## src/hdl/lpe_pkg.sv

```systemverilog
`default_nettype none

package lpe_pkg;

	localparam int NUM_SENSORS = 16;
	localparam int TABLE_DEPTH = 16;
	localparam int IDX_W       = 4;
	localparam int RAW_W       = 16;
	localparam int WGT_W       = 16;
	localparam int TOT_W       = 20;
	localparam int NACC_W      = 20;
	localparam int WACC_W      = 36;
	localparam int POS_W       = 17;
	localparam int NORM_W      = 16;

	// shared divider: remainder/divisor width, dividend bits shifted in, step counter
	localparam int DIV_W       = 20;
	localparam int DVD_W       = 17;
	localparam int CNT_W       = 5;
	localparam logic [CNT_W-1:0] NORM_STEPS = 5'd15;
	localparam logic [CNT_W-1:0] POS_STEPS  = 5'd17;

	localparam logic [POS_W-1:0]  FULL_SCALE = 17'h08000;
	localparam logic [NORM_W-1:0] NORM_FULL  = 16'h8000;

	typedef enum logic [1:0] {
		CMD_SAMPLE = 2'd0,
		CMD_WHITE  = 2'd1,
		CMD_BLACK  = 2'd2,
		CMD_WEIGHT = 2'd3
	} cmd_t;

	typedef enum logic [1:0] {
		ST_SEEN = 2'd0,
		ST_LOST = 2'd1,
		ST_ZERO = 2'd2
	} status_t;

	typedef enum logic {
		REG_LOST_THRESHOLD     = 1'b0,
		REG_DIRECTION_DEADBAND = 1'b1
	} reg_idx_t;

	typedef struct packed {
		logic                    we_white;
		logic                    we_black;
		logic                    we_weight;
		logic [IDX_W-1:0]        idx;
		logic [RAW_W-1:0]        raw;
		logic signed [WGT_W-1:0] weight;
	} cal_wr_t;

	typedef struct packed {
		logic [RAW_W-1:0]        white;
		logic [RAW_W-1:0]        black;
		logic signed [WGT_W-1:0] weight;
	} cal_rd_t;

	typedef struct packed {
		logic             start;
		logic [DIV_W-1:0] rem;
		logic [DIV_W-1:0] den;
		logic [DVD_W-1:0] dvd;
		logic [CNT_W-1:0] steps;
	} div_req_t;

	typedef struct packed {
		logic             busy;
		logic [DVD_W-1:0] quo;
	} div_stat_t;

	function automatic logic idx_ok(logic [IDX_W-1:0] i);
		return int'(i) < NUM_SENSORS;
	endfunction

endpackage

`default_nettype wire

```

## src/hdl/lpe_div.sv

```systemverilog
`default_nettype none

module lpe_div
	import lpe_pkg::*;
(
	input  wire logic      clk,
	input  wire logic      arst_n,
	input  wire div_req_t  req,
	output div_stat_t      stat
);

	logic [DIV_W-1:0] rem_q;
	logic [DIV_W-1:0] den_q;
	logic [DVD_W-1:0] dvd_q;
	logic [DVD_W-1:0] quo_q;
	logic [CNT_W-1:0] cnt_q;
	logic             busy_q;

	logic [DIV_W:0] trial;
	logic [DIV_W:0] diff;
	logic           ge;

	// restoring step: one quotient bit per cycle
	always_comb begin
		trial = {rem_q, dvd_q[DVD_W-1]};
		diff  = trial - {1'b0, den_q};
		ge    = trial >= {1'b0, den_q};
	end

	always_ff @(posedge clk or negedge arst_n) begin
		if (!arst_n) begin
			busy_q <= 1'b0;
			cnt_q  <= '0;
		end else if (req.start) begin
			busy_q <= 1'b1;
			cnt_q  <= req.steps;
		end else if (busy_q) begin
			cnt_q <= cnt_q - 1'b1;
			if (cnt_q == CNT_W'(1))
				busy_q <= 1'b0;
		end
	end

	always_ff @(posedge clk) begin
		if (req.start) begin
			rem_q <= req.rem;
			den_q <= req.den;
			dvd_q <= req.dvd;
			quo_q <= '0;
		end else if (busy_q) begin
			rem_q <= ge ? diff[DIV_W-1:0] : trial[DIV_W-1:0];
			dvd_q <= {dvd_q[DVD_W-2:0], 1'b0};
			quo_q <= {quo_q[DVD_W-2:0], ge};
		end
	end

	assign stat.busy = busy_q;
	assign stat.quo  = quo_q;

endmodule

`default_nettype wire

```

## src/hdl/lpe_cal.sv

```systemverilog
`default_nettype none

module lpe_cal
	import lpe_pkg::*;
(
	input  wire logic             clk,
	input  wire logic             arst_n,
	input  wire cal_wr_t          wr,
	input  wire logic [IDX_W-1:0] rd_idx,
	output cal_rd_t               rd,
	output logic [TOT_W-1:0]      abs_total
);

	logic [RAW_W-1:0]        white_q  [TABLE_DEPTH];
	logic [RAW_W-1:0]        black_q  [TABLE_DEPTH];
	logic signed [WGT_W-1:0] weight_q [TABLE_DEPTH];
	logic [TOT_W-1:0]        total_q;

	logic signed [WGT_W-1:0] old_w;
	logic [TOT_W-1:0]        abs_old;
	logic [TOT_W-1:0]        abs_new;

	always_comb begin
		old_w   = weight_q[wr.idx];
		abs_old = old_w[WGT_W-1] ? TOT_W'(-$signed({old_w[WGT_W-1], old_w}))
		                         : TOT_W'(old_w);
		abs_new = wr.weight[WGT_W-1] ? TOT_W'(-$signed({wr.weight[WGT_W-1], wr.weight}))
		                             : TOT_W'(wr.weight);
	end

	always_ff @(posedge clk or negedge arst_n) begin
		if (!arst_n) begin
			for (int i = 0; i < TABLE_DEPTH; i++) begin
				white_q[i]  <= '0;
				black_q[i]  <= '0;
				weight_q[i] <= '0;
			end
			total_q <= '0;
		end else begin
			if (wr.we_white)
				white_q[wr.idx] <= wr.raw;
			if (wr.we_black)
				black_q[wr.idx] <= wr.raw;
			if (wr.we_weight) begin
				weight_q[wr.idx] <= wr.weight;
				total_q          <= total_q - abs_old + abs_new;
			end
		end
	end

	assign rd.white  = white_q[rd_idx];
	assign rd.black  = black_q[rd_idx];
	assign rd.weight = weight_q[rd_idx];
	assign abs_total = total_q;

endmodule

`default_nettype wire

```

## src/hdl/line_position_estimator_unit.sv

```systemverilog
// channel  dir  signals                           payload
// s_*      in   s_tvalid s_tready s_tdata         tdata: sensor_index, raw_value, weight
//                s_tuser s_tlast                  tuser: command, tlast: frame_end
// m_*      out  m_tvalid m_tready m_tdata m_tuser tdata: position, tuser: status
// cfg_*    in   cfg_we cfg_index cfg_data         lost_threshold, direction_deadband
//
// Calibration and weight commands are written to their tables without leaving idle. A sample
// is normalized by the shared radix-2 divider; a sample at or past its levels skips the divider.
// A sample closing a frame then runs the 17-step position quotient, which is skipped when
// the line is lost, all weights are zero or the quotient saturates.
// Reset clears tables, accumulators, heading and registers to their defaults.
// The result sits in an output register; a new item is taken while it waits, and
// the block stalls only when a second result is ready before the first is taken.
`default_nettype none

module line_position_estimator_unit
	import lpe_pkg::*;
(
	input  wire logic        clk,
	input  wire logic        arst_n,
	input  wire logic        s_tvalid,
	output logic             s_tready,
	input  wire logic [39:0] s_tdata,   // sensor_index[3:0], raw_value[19:4], weight[35:20]
	input  wire logic [1:0]  s_tuser,   // command[1:0]
	input  wire logic        s_tlast,
	output logic             m_tvalid,
	input  wire logic        m_tready,
	output logic [23:0]      m_tdata,   // position[16:0]
	output logic [1:0]       m_tuser,   // status[1:0]
	input  wire logic        cfg_we,
	input  wire logic        cfg_index,
	input  wire logic [19:0] cfg_data
);

	typedef enum logic [2:0] {
		S_IDLE,
		S_NORM,
		S_MUL,
		S_ACC,
		S_FEND,
		S_DIVP,
		S_OUT
	} state_t;

	state_t state_q;

	logic [TOT_W-1:0]  thresh_q;
	logic [15:0]       deadband_q;

	logic                     heading_neg_q;
	logic                     fend_q;
	logic                     neg_q;
	logic [NORM_W-1:0]        n_q;
	logic signed [WGT_W-1:0]  w_q;
	logic signed [32:0]       prod_q;
	logic signed [WACC_W-1:0] wacc_q;
	logic [NACC_W-1:0]        nacc_q;
	logic [POS_W-1:0]         res_pos_q;
	status_t                  res_st_q;
	logic                     m_tvalid_q;
	logic [POS_W-1:0]         m_pos_q;
	status_t                  m_st_q;

	cal_wr_t   cal_wr;
	cal_rd_t   cal_rd;
	logic [TOT_W-1:0] abs_total;
	div_req_t  div_req;
	div_stat_t div_stat;

	logic                    accept;
	cmd_t                    cmd_in;
	logic [IDX_W-1:0]        idx_in;
	logic [RAW_W-1:0]        raw_in;
	logic signed [WGT_W-1:0] w_in;
	logic                    valid_in;
	logic                    trivial;
	logic [NORM_W-1:0]       n_trivial;

	logic [WACC_W-1:0]   mag;
	logic                ovf;
	logic [WACC_W:0]     wsum;
	logic [NACC_W:0]     nsum;
	logic [POS_W-1:0]    posm;
	logic                neg_c;
	logic [POS_W-1:0]    pos_c;
	logic                upd_c;
	logic                out_free;

	assign s_tready = (state_q == S_IDLE);
	assign accept   = s_tvalid && s_tready;
	assign cmd_in   = cmd_t'(s_tuser);
	assign idx_in   = s_tdata[3:0];
	assign raw_in   = s_tdata[19:4];
	assign w_in     = $signed(s_tdata[35:20]);
	assign valid_in = idx_ok(idx_in);
	assign out_free = !m_tvalid_q || m_tready;

	always_comb begin
		cal_wr.we_white  = accept && (cmd_in == CMD_WHITE) && valid_in;
		cal_wr.we_black  = accept && (cmd_in == CMD_BLACK) && valid_in;
		cal_wr.we_weight = accept && (cmd_in == CMD_WEIGHT) && valid_in;
		cal_wr.idx       = idx_in;
		cal_wr.raw       = raw_in;
		cal_wr.weight    = w_in;
	end

	lpe_cal u_cal (
		.clk       (clk),
		.arst_n    (arst_n),
		.wr        (cal_wr),
		.rd_idx    (idx_in),
		.rd        (cal_rd),
		.abs_total (abs_total)
	);

	always_comb begin
		trivial   = 1'b1;
		n_trivial = '0;
		priority if (cal_rd.black == cal_rd.white || raw_in <= cal_rd.white)
			n_trivial = '0;
		else if (raw_in >= cal_rd.black)
			n_trivial = NORM_FULL;
		else
			trivial = 1'b0;
	end

	always_comb begin
		mag = wacc_q[WACC_W-1] ? WACC_W'(-wacc_q) : WACC_W'(wacc_q);
		ovf = {1'b0, mag[WACC_W-1:DVD_W]} >= abs_total;
	end

	always_comb begin
		div_req = '0;
		if (state_q == S_IDLE) begin
			div_req.start = accept && (cmd_in == CMD_SAMPLE) && valid_in && !trivial;
			div_req.rem   = DIV_W'(raw_in - cal_rd.white);
			div_req.den   = DIV_W'(cal_rd.black - cal_rd.white);
			div_req.dvd   = '0;
			div_req.steps = NORM_STEPS;
		end else begin
			div_req.start = (state_q == S_FEND) && fend_q && !(nacc_q < thresh_q)
			                && (abs_total != '0) && !ovf;
			div_req.rem   = {1'b0, mag[WACC_W-1:DVD_W]};
			div_req.den   = abs_total;
			div_req.dvd   = mag[DVD_W-1:0];
			div_req.steps = POS_STEPS;
		end
	end

	lpe_div u_div (
		.clk    (clk),
		.arst_n (arst_n),
		.req    (div_req),
		.stat   (div_stat)
	);

	always_comb begin
		wsum = {wacc_q[WACC_W-1], wacc_q} + (WACC_W+1)'(prod_q);
		nsum = {1'b0, nacc_q} + (NACC_W+1)'(n_q);
		if (state_q == S_FEND) begin
			posm  = FULL_SCALE;
			neg_c = wacc_q[WACC_W-1];
		end else begin
			posm  = (div_stat.quo > FULL_SCALE) ? FULL_SCALE : div_stat.quo;
			neg_c = neg_q;
		end
		pos_c = neg_c ? POS_W'(-posm) : posm;
		upd_c = posm > {1'b0, deadband_q};
	end

	always_ff @(posedge clk or negedge arst_n) begin
		if (!arst_n) begin
			thresh_q   <= 20'd2621;
			deadband_q <= 16'd983;
		end else if (cfg_we) begin
			unique case (reg_idx_t'(cfg_index))
				REG_LOST_THRESHOLD:     thresh_q   <= cfg_data;
				REG_DIRECTION_DEADBAND: deadband_q <= cfg_data[15:0];
			endcase
		end
	end

	always_ff @(posedge clk or negedge arst_n) begin
		if (!arst_n) begin
			state_q       <= S_IDLE;
			heading_neg_q <= 1'b0;
			wacc_q        <= '0;
			nacc_q        <= '0;
			m_tvalid_q    <= 1'b0;
			fend_q        <= 1'b0;
			neg_q         <= 1'b0;
			n_q           <= '0;
			w_q           <= '0;
			prod_q        <= '0;
			res_pos_q     <= '0;
			res_st_q      <= ST_SEEN;
			m_pos_q       <= '0;
			m_st_q        <= ST_SEEN;
		end else begin
			if (state_q == S_OUT && out_free)
				m_tvalid_q <= 1'b1;
			else if (m_tready)
				m_tvalid_q <= 1'b0;
			unique case (state_q)
				S_IDLE: begin
					if (accept && cmd_in == CMD_SAMPLE) begin
						fend_q <= s_tlast;
						w_q    <= cal_rd.weight;
						n_q    <= n_trivial;
						priority if (!valid_in)
							state_q <= S_FEND;
						else if (trivial)
							state_q <= S_MUL;
						else
							state_q <= S_NORM;
					end
				end
				S_NORM: begin
					if (!div_stat.busy) begin
						n_q     <= div_stat.quo[NORM_W-1:0];
						state_q <= S_MUL;
					end
				end
				S_MUL: begin
					prod_q  <= $signed({1'b0, n_q}) * w_q;
					state_q <= S_ACC;
				end
				S_ACC: begin
					nacc_q <= nsum[NACC_W] ? '1 : nsum[NACC_W-1:0];
					if (wsum[WACC_W] != wsum[WACC_W-1])
						wacc_q <= wsum[WACC_W] ? {1'b1, {(WACC_W-1){1'b0}}}
						                       : {1'b0, {(WACC_W-1){1'b1}}};
					else
						wacc_q <= wsum[WACC_W-1:0];
					state_q <= S_FEND;
				end
				S_FEND: begin
					if (!fend_q) begin
						state_q <= S_IDLE;
					end else begin
						wacc_q <= '0;
						nacc_q <= '0;
						neg_q  <= wacc_q[WACC_W-1];
						priority if (nacc_q < thresh_q) begin
							res_pos_q <= heading_neg_q ? POS_W'(-FULL_SCALE) : FULL_SCALE;
							res_st_q  <= ST_LOST;
							state_q   <= S_OUT;
						end else if (abs_total == '0) begin
							res_pos_q <= '0;
							res_st_q  <= ST_ZERO;
							state_q   <= S_OUT;
						end else if (ovf) begin
							res_pos_q <= pos_c;
							res_st_q  <= ST_SEEN;
							if (upd_c)
								heading_neg_q <= neg_c;
							state_q   <= S_OUT;
						end else begin
							state_q <= S_DIVP;
						end
					end
				end
				S_DIVP: begin
					if (!div_stat.busy) begin
						res_pos_q <= pos_c;
						res_st_q  <= ST_SEEN;
						if (upd_c)
							heading_neg_q <= neg_c;
						state_q   <= S_OUT;
					end
				end
				S_OUT: begin
					if (out_free) begin
						m_pos_q    <= res_pos_q;
						m_st_q     <= res_st_q;
						state_q    <= S_IDLE;
					end
				end
				default: state_q <= S_IDLE;
			endcase
		end
	end

	assign m_tvalid = m_tvalid_q;
	assign m_tdata  = {7'b0, m_pos_q};
	assign m_tuser  = m_st_q;

endmodule

`default_nettype wire

```

## config.mk

```make
export PLATFORM = sky130hd
export DESIGN_NAME = line_position_estimator_unit
export DESIGN_NICKNAME = d
export VERILOG_FILES = /design/src/hdl/lpe_pkg.sv /design/src/hdl/lpe_div.sv /design/src/hdl/lpe_cal.sv /design/src/hdl/line_position_estimator_unit.sv
export SDC_FILE = /design/constraint.sdc
export NUM_CORES = 2
export LEC_CHECK = 0
export ABC_AREA = 1
export BUFFER_PORTS_ARGS = -buffer_cell sky130_fd_sc_hd__clkbuf_2
export CAP_MARGIN = 20
export CORE_MARGIN = 2
export CORE_UTILIZATION = 30
export CTS_CLUSTER_DIAMETER = 50
export DETAILED_ROUTE_END_ITERATION = 7
export PLACE_DENSITY_LB_ADDON = 0.05
export SLEW_MARGIN = 30
export SYNTH_ARGS = -nofsm -noshare
export SYNTH_HDL_FRONTEND = slang
export SYNTH_SLANG_ARGS = --single-unit
export TNS_END_PERCENT = 30
```

## constraint.sdc

```tcl
create_clock -name clk -period 8.3 [get_ports clk]
set_clock_uncertainty 0.1 [all_clocks]
set_input_delay 0.415 -clock clk [delete_from_list [all_inputs] [get_ports clk]]
set_output_delay 0.415 -clock clk [all_outputs]
set_load 0.03 [all_outputs]
```

# Yosys cells after proc, flatten, opt, wreduce, memory -nomap -nowiden
# Cells that the tools add are included.
[classes] reduce_logical=37 addsub=12 bitwise=2 muxes=78 mul=1 magnitude_cmp=9 eq_ne=21
[op_table] op="bitwise mux 256 bit" n=3
[op_table] op="binary-select mux 16 bit (select 4 bit)" n=3
[op_table] op="2-to-1 mux 17 bit" n=11
[op_table] op="2-to-1 mux 16 bit" n=11
[op_table] op="2-to-1 mux 36 bit" n=4
[op_table] op="2-to-1 mux 20 bit" n=7
[op_table] op="case mux 36 bit (2 select lines)" n=1
[op_table] op="demux 16 bit (select 4 bit)" n=1
[op_table] op="2-to-1 mux 63 bit" n=1
[op_table] op="negation 16 -> 20 bit" n=2
[op_table] op="case mux 20 bit (2 select lines)" n=1
[op_table] op="subtractor 20 bit" n=2
[op_table] op="adder 36 x 33 -> 37 bit" n=1
[op_table] op="negation 36 bit" n=1
[op_table] op="case mux 17 bit (2 select lines)" n=1
[op_table] op="subtractor 16 x 16 -> 17 bit" n=2
[op_table] op="multiplier 17 x 16 -> 33 bit" n=1
[op_table] op="case mux 16 bit (2 select lines)" n=1
[op_table] op="adder 20 x 16 -> 21 bit" n=1
[op_table] op="greater-or-equal comparator 21 x 20 -> 1 bit" n=1
[op_table] op="case mux 3 bit (7 select lines)" n=1
[op_table] op="adder 20 bit" n=1
[op_table] op="greater-or-equal comparator 19 x 20 -> 1 bit" n=1
[op_table] op="zero test 20 bit" n=1
[op_table] op="39 further kinds" n=100
[word_totals] reg_bits=1070 inputBits=69

# Longest topological paths before layout
[logic_depth] ltp_word=11 depth_mapped=33 depth_no_buf=30

# Cells and area by module
# From an unflattened synthesis, not the netlist that was laid out.
[unflattened] hier_cells=9403 hier_area_um2=70263.6
[modules_own_cells] module="lpe_cal" instances=1 seq_area_each_um2=19718.9 area_per_inst_um2=39192.6 cells_each=4996
[modules_own_cells] module="line_position_estimator_unit" instances=1 seq_area_each_um2=5073.6 area_per_inst_um2=26192.6 cells_each=3796
[modules_own_cells] module="lpe_div" instances=1 seq_area_each_um2=2202.1 area_per_inst_um2=4878.4 cells_each=611

# Worst setup path before layout
# Ideal clock, no wire load.
[synth_path] path_kind="reg-to-reg" start="register n_q[5]" end="register prod_q[27]" setup_time_ps=118 t_arrival_ps=5625 path_slack_ps=2457 path_stages_with_launch=26 cell_sequence="dfrtp_1 clkbuf_1 clkbuf_1 nand2_1 fa_1 inv_1 fa_1 inv_1 fa_1 inv_1 fa_1 fa_1 inv_1 fa_1 inv_1 ha_1 inv_1 o21ai_0 a21oi_1 nand2_1 nand2_1 nand3_1 a21o_1 or2_2 nand3_1 nand2_1"
[synth_between] elab_chain_cells=1
[synth_rtl] item="from (decl)" line_no="line_position_estimator_unit.sv:53" text="logic [NORM_W-1:0] n_q;"
[synth_rtl] item="from (signal assigned)" line_no="line_position_estimator_unit.sv:209" text="n_q <= n_trivial;"
[synth_rtl] item="from (signal assigned)" line_no="line_position_estimator_unit.sv:220" text="n_q <= div_stat.quo[NORM_W-1:0];"
[synth_rtl] item="multiplier 17 x 16 -> 33 bit" line_no="line_position_estimator_unit.sv:225" text="prod_q <= $signed({1'b0, n_q}) * w_q;"
[synth_rtl] item="to (signal assigned)" line_no="line_position_estimator_unit.sv:225"
[synth_rtl] item="to (decl)" line_no="line_position_estimator_unit.sv:55" text="logic signed [32:0] prod_q;"
# No other way between the ends.
# A chain may end at the register's enable or synchronous reset.

# Final worst setup path
[layout_path] start="register w_q[15]" end="register prod_q[28]"
[layout_between] elab_chain_cells=1
[layout_rtl] item="from (decl)" line_no="line_position_estimator_unit.sv:54" text="logic signed [WGT_W-1:0] w_q;"
[layout_rtl] item="from (signal assigned)" line_no="line_position_estimator_unit.sv:208" text="w_q <= cal_rd.weight;"
[layout_rtl] item="multiplier 17 x 16 -> 33 bit" line_no="line_position_estimator_unit.sv:225"
# No other way between the ends.

==> reports/qor.csv <==
stage,metric,value,unit
place,dp_cells,11000,
flow_run,max-cap-violations,0,
floorplan,io_pins,97,
worst_setup_path,path_class,flop to flop,
sta,hold_viol_final,0,
synth,ys_seq_elements,1070,
grt,grt_pass1_vias,55600,
grt,busiest_layer,met2,
place,dpl_cell_area,69600,sq um
drt,drt-total-wl,244000,microns
synth,async_flop_share,0.931,
floorplan,die_area,224000,sq um
sta,rsz0062_at_grt,false,
pwr,p_leak,37.3,nW
hold_path,min_to,u_cal.black_q[160],
final_layout,multi_input_area,33900,sq um
grt,grt.met2_usage,0.353,
pwr,swShare,0.396,
pwr,comb_power_share,0.339,
floorplan,rows,172,
clock_network,post_cts_buffers,0,
final_layout,fin_area,75600,sq um
clock_network,cts.sinks,1070,
worst_setup_path,r2r_slack,1680,ps
synth,synth_area_leader_cell,dfrtp_1,
sta,period_share,0.797,
synth,synth_ff_type,dfrtp_1,
grt,grt_pass1_wl,369000,microns
sta,drv_slew,0,
floorplan,core_area,219000,sq um
drt,post-route-drc-count,0,
grt,grt-ovfl-total,0,
synth,synth_area,66000,sq um
synth,syn_area_per_cell,7.90,sq um
sta,relSlewSlack,0.343,
clock_network,clk_path_buf_depth,3,
clock_network,clock_latency,830,ps
final_layout,mostFrequentLayoutCells,"2616 x nand2_1, 1036 x o21ai_0, 980 x dfrtp_1",
drt,vias,55800,
pwr,clkPwrFrac,0.335,
place,place_ws,1700,ps
sta,hold_slack,95.4,ps
synth,synth-edff-count,57,
final_layout,n_fill_cell,23200,
grt,grt_max_degree,146,
sta,min_period,6620,ps
final_layout,layout_commonest_cell,nand2_1,
clock_network,htreeDepth,4,
drt,wl_per_cell,21.5,microns
outcome,status,"finished, final reports clean",
final_layout,final_cell_count_no_fill,11400,
grt,grt_usage,0.218,
pwr,switchingPower,8.49,mW
worst_setup_path,r2r-end,prod_q[28],
synth,ys_seq_area_frac,0.409,
sta,setup_slack,1680,ps
grt,antenna_found_initial,6,
hold_path,holdPathStages,4,
pwr,ir_worst_vdd,0.211,mV
synth,yosysTopAreaCellShare,0.372,
clock_network,cts_resized,0,
worst_setup_path,cp-end-kind,flop,
synth,synth_area_leaders,"dfrtp_1 37%, nand2_1 15%, o21ai_0 7.9%",
place,gp_congestion,0.854,
pwr,power.internal,12.9,mW
sta,setup_violations,0,
final_layout,fin_nets,8963,
grt,grtUsageMet1,0.310,
place,dpl.hpwl,174000,microns
sta,worst-slew-pin-transition,984,ps
worst_setup_path,worstPathMaxFanout,11,
synth,synthCells,8365,
sta,max_freq,151,MHz
floorplan,die_x,473,microns
floorplan,start_util,0.301,
clock_network,cts_tree,done,
clock_network,clkTransAtPathRegs,60,ps
worst_setup_path,worst_r2r_path_depth,20,
final_layout,syn_to_final_growth,14.5,%
floorplan,die_height,473,microns
hold_path,hold_class,primary input to flop,
final_layout,area.sequential,27000,sq um
worst_setup_path,cp.required,8900,ps
synth,synth.distinct_cells,62,
drt,vias_per_cell,4.91,
clock_network,cts_root_buffer,clkbuf_16,
pwr,pwr_density_cell,283,nW/um^2
drt,drtIter0Drc,4282,
drt,ant_nets,0,
sta,finalSetupTns,0,ps
final_layout,drive_above_1_share,0.0765,
worst_setup_path,arrival,7210,ps
drt,drtPass1Iterations,5,
hold_path,hp-start,s_tdata[4],
pwr,p_seq_frac,0.326,
worst_setup_path,reg2reg_from,w_q[15],
grt,grt_use_met3,0.0232,
clock_network,cts_buffers,162,
synth,yosys_warnings,0,
place,io_buffers,85,
worst_setup_path,critPathLaunchType,flop,
==> worst max-delay path, cell delays in order (launching register included) <==
cell and delay (ps):
dfrtp_1 650, inv_1 440, nor2_1 290, fa_1 460
fa_1 520, fa_1 520, fa_1 520, fa_1 550
inv_1 60, fa_1 540, inv_1 50, ha_1 410
a21oi_1 140, o21ai_0 490, a21boi_0 250, nand3_1 170
nand2_1 80, nand2_1 70, nand2_1 50, nand3_1 80
nand2_1 60
==> cells by family after synthesis <==
logic type,share of synthesized area
AOI/OAI and AO/OA,0.152
xor gates and xnor gates,0.0190
other,0.000114
adders and majority gates,0.127
DFF,0.409
buffers and inverters,0.0802
and+or+nand+nor,0.211
muxes,0.00188
==> layer usage <==
layer	wire (microns)	share of wire
met2	112000	0.46
met3	8360	0.034
met5	0	0
met4	5510	0.023
met1	118000	0.48
==> what timing repair did <==
action                                 4_1_cts  5_1_grt
setup endpoints to repair                    0        0
hold buffers                                30        0
endpoints found under the hold margin      138        0
==> worst max path at each step <==
stage	startpoint	to	slack, ps	depth (start not counted)
6_report	w_q[15]	prod_q[28]	1680	20
2_1_floorplan	n_q[5]	prod_q[27]	2460	25
3_3_place_gp	w_q[15]	prod_q[32]	1720	21
3_5_place_dp	w_q[15]	prod_q[28]	1700	20
5_1_grt	w_q[15]	prod_q[28]	1290	20
4_1_cts	w_q[15]	prod_q[28]	1640	20
==> synthesized netlist by cell type (11+ instances only) <==
library cell and count:
mux2_2 11, nand2_1 2634, ha_1 322, clkbuf_1 351, inv_1 863, nand4_1 96, buf_6 14, dfxtp_1 17
o21ai_0 1036, buf_4 12, xor2_1 88, nor3_1 39, a31oi_1 18, o31ai_1 12, xnor2_1 55, a21o_1 27
inv_2 13, a21oi_1 301, edfxtp_1 57, or2_2 21, o21ai_1 38, nand3_1 242, a22oi_1 272, dfstp_2 15
nor2_1 341, buf_2 79, o21a_1 11, nor2_2 15, nor4_1 25, a211oi_1 17, o21bai_1 22, nand3b_1 18
dfrtp_1 981, fa_1 218
==> power by group through the flow <==
stage | Sequential [mW] | Clock [mW] | Combinational (mW)
after detailed placement | 7.08 | 0 | 7.28
after floorplan | 6.61 | 0 | 5.12
after CTS | 6.99 | 7.37 | 7.34
after global placement | 7.07 | 0 | 7.26
final | 6.99 | 7.17 | 7.27
after global routing | 7.09 | 7.59 | 8.27
==> flip-flops by register name, indices dropped and copies added (netlist names), 33 cells and up <==
register / count
u_cal.weight_q: 256
prod_q: 33
u_cal.black_q: 256
wacc_q: 36
u_cal.white_q: 256
==> per-stage QoR <==
stage	power, mW	util
3_3_place_gp	14.3	0.317
3_5_place_dp	14.4	0.317
2_1_floorplan	11.7	-
6_report	21.4	0.345
4_1_cts	21.7	0.345
5_1_grt	23.0	0.345
==> final cells by class <==
class / count / share of cell area
multi-input combinational: 5962 / 0.449
sequential: 1070 / 0.357
clock buffer: 213 / 0.0598
tap: 2871 / 0.0475
inverter: 881 / 0.0439
timing repair buffer: 277 / 0.0278
clock inverter: 84 / 0.0148
antenna: 3 / 0.0000993
Power figures use the tool's default switching activity.
